--- src/prdt_pkg.sv ---
package prdt_pkg;

  localparam int SAMPLE_W   = 16;
  localparam int FRAC_W     = 16;
  localparam int THR_W      = 17;
  localparam int CFG_IDX_W  = 8;
  localparam int NUM_CFG    = 4;
  localparam int MUL_CNT_W  = 2;

  localparam int PIDX_W     = 10;
  localparam int POS_W      = 12;
  localparam int TIME_W     = 13;
  localparam int FLAGS_W    = 4;
  localparam int OUT_PAD_W  = 7;
  localparam int OUT_DATA_W = 112;

  // register indexes, also the slot of each threshold
  localparam logic [CFG_IDX_W-1:0] CFG_RISE_HIGH  = 8'd0;
  localparam logic [CFG_IDX_W-1:0] CFG_RISE_LOW   = 8'd1;
  localparam logic [CFG_IDX_W-1:0] CFG_DECAY_HIGH = 8'd2;
  localparam logic [CFG_IDX_W-1:0] CFG_DECAY_LOW  = 8'd3;

  localparam logic [MUL_CNT_W-1:0] THR_RISE_HIGH  = 2'd0;
  localparam logic [MUL_CNT_W-1:0] THR_RISE_LOW   = 2'd1;
  localparam logic [MUL_CNT_W-1:0] THR_DECAY_HIGH = 2'd2;
  localparam logic [MUL_CNT_W-1:0] THR_DECAY_LOW  = 2'd3;
  localparam logic [MUL_CNT_W-1:0] THR_LAST       = 2'd3;

  localparam logic [FRAC_W-1:0] RISE_HIGH_RST  = 16'd58982;
  localparam logic [FRAC_W-1:0] RISE_LOW_RST   = 16'd6554;
  localparam logic [FRAC_W-1:0] DECAY_HIGH_RST = 16'd58982;
  localparam logic [FRAC_W-1:0] DECAY_LOW_RST  = 16'd13107;

  localparam logic signed [SAMPLE_W-1:0] PEAK_RST = 16'sh8000;

  typedef enum logic [2:0] {
    S_LOAD,
    S_MUL,
    S_SCAN,
    S_DRAIN,
    S_OUT
  } state_t;

  typedef struct packed {
    logic load;
    logic mul;
    logic scan;
    logic publish;
  } cmd_t;

  typedef struct packed {
    logic mul_done;
    logic scan_last;
    logic out_free;
  } sts_t;

endpackage

--- src/prdt_ctrl.sv ---
module prdt_ctrl (
  input  logic           clk,
  input  logic           rst,
  input  logic           s_tvalid,
  input  logic           s_tlast,
  output logic           s_tready,
  input  prdt_pkg::sts_t sts,
  output prdt_pkg::cmd_t cmd
);

  prdt_pkg::state_t state;
  prdt_pkg::state_t state_next;

  always_ff @(posedge clk) begin
    if (rst) begin
      state <= prdt_pkg::S_LOAD;
    end else begin
      state <= state_next;
    end
  end

  always_comb begin
    state_next = state;
    cmd        = '0;
    s_tready   = 1'b0;
    unique case (state)
      prdt_pkg::S_LOAD: begin
        s_tready = 1'b1;
        cmd.load = s_tvalid;
        if (s_tvalid && s_tlast) begin
          state_next = prdt_pkg::S_MUL;
        end
      end
      prdt_pkg::S_MUL: begin
        cmd.mul = 1'b1;
        if (sts.mul_done) begin
          state_next = prdt_pkg::S_SCAN;
        end
      end
      prdt_pkg::S_SCAN: begin
        cmd.scan = 1'b1;
        if (sts.scan_last) begin
          state_next = prdt_pkg::S_DRAIN;
        end
      end
      prdt_pkg::S_DRAIN: begin
        state_next = prdt_pkg::S_OUT;
      end
      prdt_pkg::S_OUT: begin
        if (sts.out_free) begin
          cmd.publish = 1'b1;
          state_next  = prdt_pkg::S_LOAD;
        end
      end
      default: begin
        state_next = prdt_pkg::S_LOAD;
      end
    endcase
  end

endmodule

--- config.mk ---
export PLATFORM = sky130hd
export DESIGN_NAME = prdt_ctrl
export DESIGN_NICKNAME = d
export VERILOG_FILES = /design/src/prdt_pkg.sv /design/src/prdt_ctrl.sv
export SDC_FILE = /design/constraint.sdc
export NUM_CORES = 1
export LEC_CHECK = 0
export BUFFER_PORTS_ARGS = -buffer_cell sky130_fd_sc_hd__buf_4
export CAP_MARGIN = 40
export CORE_AREA = 3 3 40 42
export CTS_CLUSTER_DIAMETER = 60
export DETAILED_ROUTE_END_ITERATION = 6
export DIE_AREA = 0 0 43 45
export SLEW_MARGIN = 20
export SYNTH_ARGS = -nofsm -noshare
export SYNTH_HDL_FRONTEND = slang
export SYNTH_SLANG_ARGS = --single-unit
--- constraint.sdc ---
create_clock -name clk -period 1.6 [get_ports clk]
set_clock_uncertainty 0.15 [all_clocks]
set_input_delay 0.32 -clock clk [delete_from_list [all_inputs] [get_ports clk]]
set_output_delay 0.32 -clock clk [all_outputs]
set_load 0.005 [all_outputs]
==> results.sh <==
export IMPL_fin_nets=42
export IMPL_syn_inst=21
export IMPL_track_usage_pct=5.237
export IMPL_synth_mux_area_share_pct=0
export IMPL_rows=13
export IMPL_antenna_found_initial=0
export IMPL_diodes=0
export IMPL_post_cts_repair_setup_buffers=0
export IMPL_preCtsSetupSlack_ps=258.7
export IMPL_slew_headroom_pct=79.46
export IMPL_cts_tree="done"
export IMPL_rsz0062_at_grt="false"
export IMPL_synth_seq_cells=3
export IMPL_antenna_left=0
export IMPL_required_ps=1130
export IMPL_post_drt_wl_per_cell_um=8.980
export IMPL_clk_path_buf_depth=2
export IMPL_tightestPinTransition_ps=300.4
export IMPL_cts_num_sinks=3
export IMPL_drive_gt1_share_pct=50.00
export IMPL_largest_reg_flops=3
export IMPL_drt_pass1_iter_count=2
export IMPL_routed_wirelength_um=440
export IMPL_fp_dieW_um=43
export IMPL_pwr_density_cell_mw_per_mm2=901.8
export IMPL_portBuffers=11
export IMPL_initialDrtViolationCount=3
export IMPL_grt_pass1_vias=175
export IMPL_die_h_um=45
export IMPL_synth_xor_xnor_area_share_pct=0
export IMPL_fin_crit_ps=1494
export IMPL_maxCapViolCount=0
export IMPL_coreArea_sq_mm=0.001285
export IMPL_drv_slew=0
export IMPL_synth_top_family_by_area="simple AND/OR/NAND/NOR gates"
export IMPL_setup_viol=0
export IMPL_top_regs="state (3)"
export IMPL_postCtsHoldBufs=0
export IMPL_hold_viol_final=0
export IMPL_clk_pin_slew_ps=40
export IMPL_syn_area_sq_um=186.4
export IMPL_finalWeightedCongestion=0.6058
export IMPL_ys_seq_area_share_pct=32.21
export IMPL_syn_avg_cell_area_sq_um=8.878
export IMPL_ys_types=14
export IMPL_initial_core_util_pct=14.51
export IMPL_end_kind="primary output"
export IMPL_critPathMaxFanout=8
export IMPL_drc=0
export IMPL_grt_start_max_net_pins=11
export IMPL_p_leak_nw=0.1201
export IMPL_synth_compound_area_share_pct=18.12
export IMPL_clock_latency_ps=230
export IMPL_critPathArrivalTime_ps=1020
export IMPL_critPathKind="reg2out"
export IMPL_vdd_drop_max_uv=229.9
export IMPL_finalWorstSetupSlack_ps=106.4
export IMPL_synthSimpleGateAreaFrac_pct=37.58
export IMPL_synth_warnings=0
export IMPL_setup_tns_ps=0
export IMPL_fmax_mhz=669.5
export IMPL_vias=190
export IMPL_cts_buffers=3
export IMPL_yosys_area_share_adder_pct=0
export IMPL_grt_pass1_wl_um=710
export IMPL_period_share_pct=93.35
export IMPL_utilization_pct=23.27
export IMPL_viasPerCell=3.878
export IMPL_area_growth_pct=60.40
export IMPL_grt_overflow=0
export IMPL_largest_register="state"
export IMPL_io_pins=12
export IMPL_start_kind="flop"
export IMPL_cts_root_buf="clkbuf_4"
export IMPL_hold_path_class="in2reg"
export IMPL_htree_levels=1
export IMPL_post_cts_resized=0
export IMPL_synthesis_nets=28
export IMPL_dieArea_sq_mm=0.001935
export IMPL_status="complete, no violations"
## critical path, stage by stage (launching register included)
cell and delay (ps):
dfxtp_1 440, nand2_1 80, nor3_1 140, buf_4 140
## cells in the final DEF, fill, tap and decap left out
master / n
nor2_1: 1
nand3b_1: 3
o21a_1: 1
nand2b_1: 1
clkbuf_4: 3
a2111oi_0: 1
a21oi_1: 2
dfxtp_1: 1
clkbuf_1: 1
nor3b_1: 1
buf_4: 11
a211oi_1: 1
dfxtp_2: 2
or4b_1: 1
and2_1: 1
nor3_1: 1
nand2_1: 1
nor3_2: 1
## path summary, 6_finish.rpt
path / cells after the start / to / slack (ps) / startpoint
worst min-delay path: 2 / state[1] / 110 / rst
worst min register to register: 2 / state[1] / 400 / state[0]
worst max register to register: 2 / state[2] / 340 / state[2]
worst max-delay path: 3 / cmd[0] / 110 / state[2]
## cell type report
cell class / instances / area [sq um]
Fill cell: 149 / 985.9
Timing Repair Buffer: 11 / 82.58
Sequential cell: 3 / 62.56
Multi-Input combinational cell: 16 / 108.9
Clock buffer: 4 / 26.28
Tap cell: 15 / 18.77
## per-stage QoR
stage	cell area, sq um	hold slack (ps)	std cells	total power [W]
after floorplan	186.4	239.1	21	0.0001140
after global placement	265.3	353.5	45	0.0001368
after detailed placement	265.3	355.6	45	0.0001369
after CTS	291.5	102.2	49	0.0002772
after global routing	299.0	100.0	49	0.0002933
final	299.0	111.8	49	0.0002697
## where the power goes
group	switching, W	internal, W
clock	0.0000382	0.0000934
sequential	0.00000963	0.0000806
combinational	0.0000147	0.0000332
## synth_stat cells
library cell | count | area (sq um)
nor3_1 | 2 | 10.01
nor2_1 | 1 | 3.750
and2_1 | 1 | 6.260
a21oi_1 | 2 | 10.01
a2111oi_0 | 1 | 8.760
nand2_1 | 1 | 3.750
nand3b_1 | 3 | 22.52
or4b_1 | 1 | 10.01
a211oi_1 | 1 | 7.510
nor3b_1 | 1 | 7.510
dfxtp_1 | 3 | 60.06
buf_6 | 2 | 22.52
o21a_1 | 1 | 7.510
nand2b_1 | 1 | 6.260
## layer usage
metal,up-vias,part of all wire (%),GRT usage (%)
met3,0,13,3.187
met4,0,0,5.422
met2,9,41,5.689
met1,76,46,6.475
li1,105,-,-
met5,-,0,0
## cells by family after synthesis
family	after synthesis
buffers and inverters	2
DFF	3
AOI/OAI and AO/OA	5
and+or+nand+nor	11
Note: power is estimated with default switching activity, not from simulation.
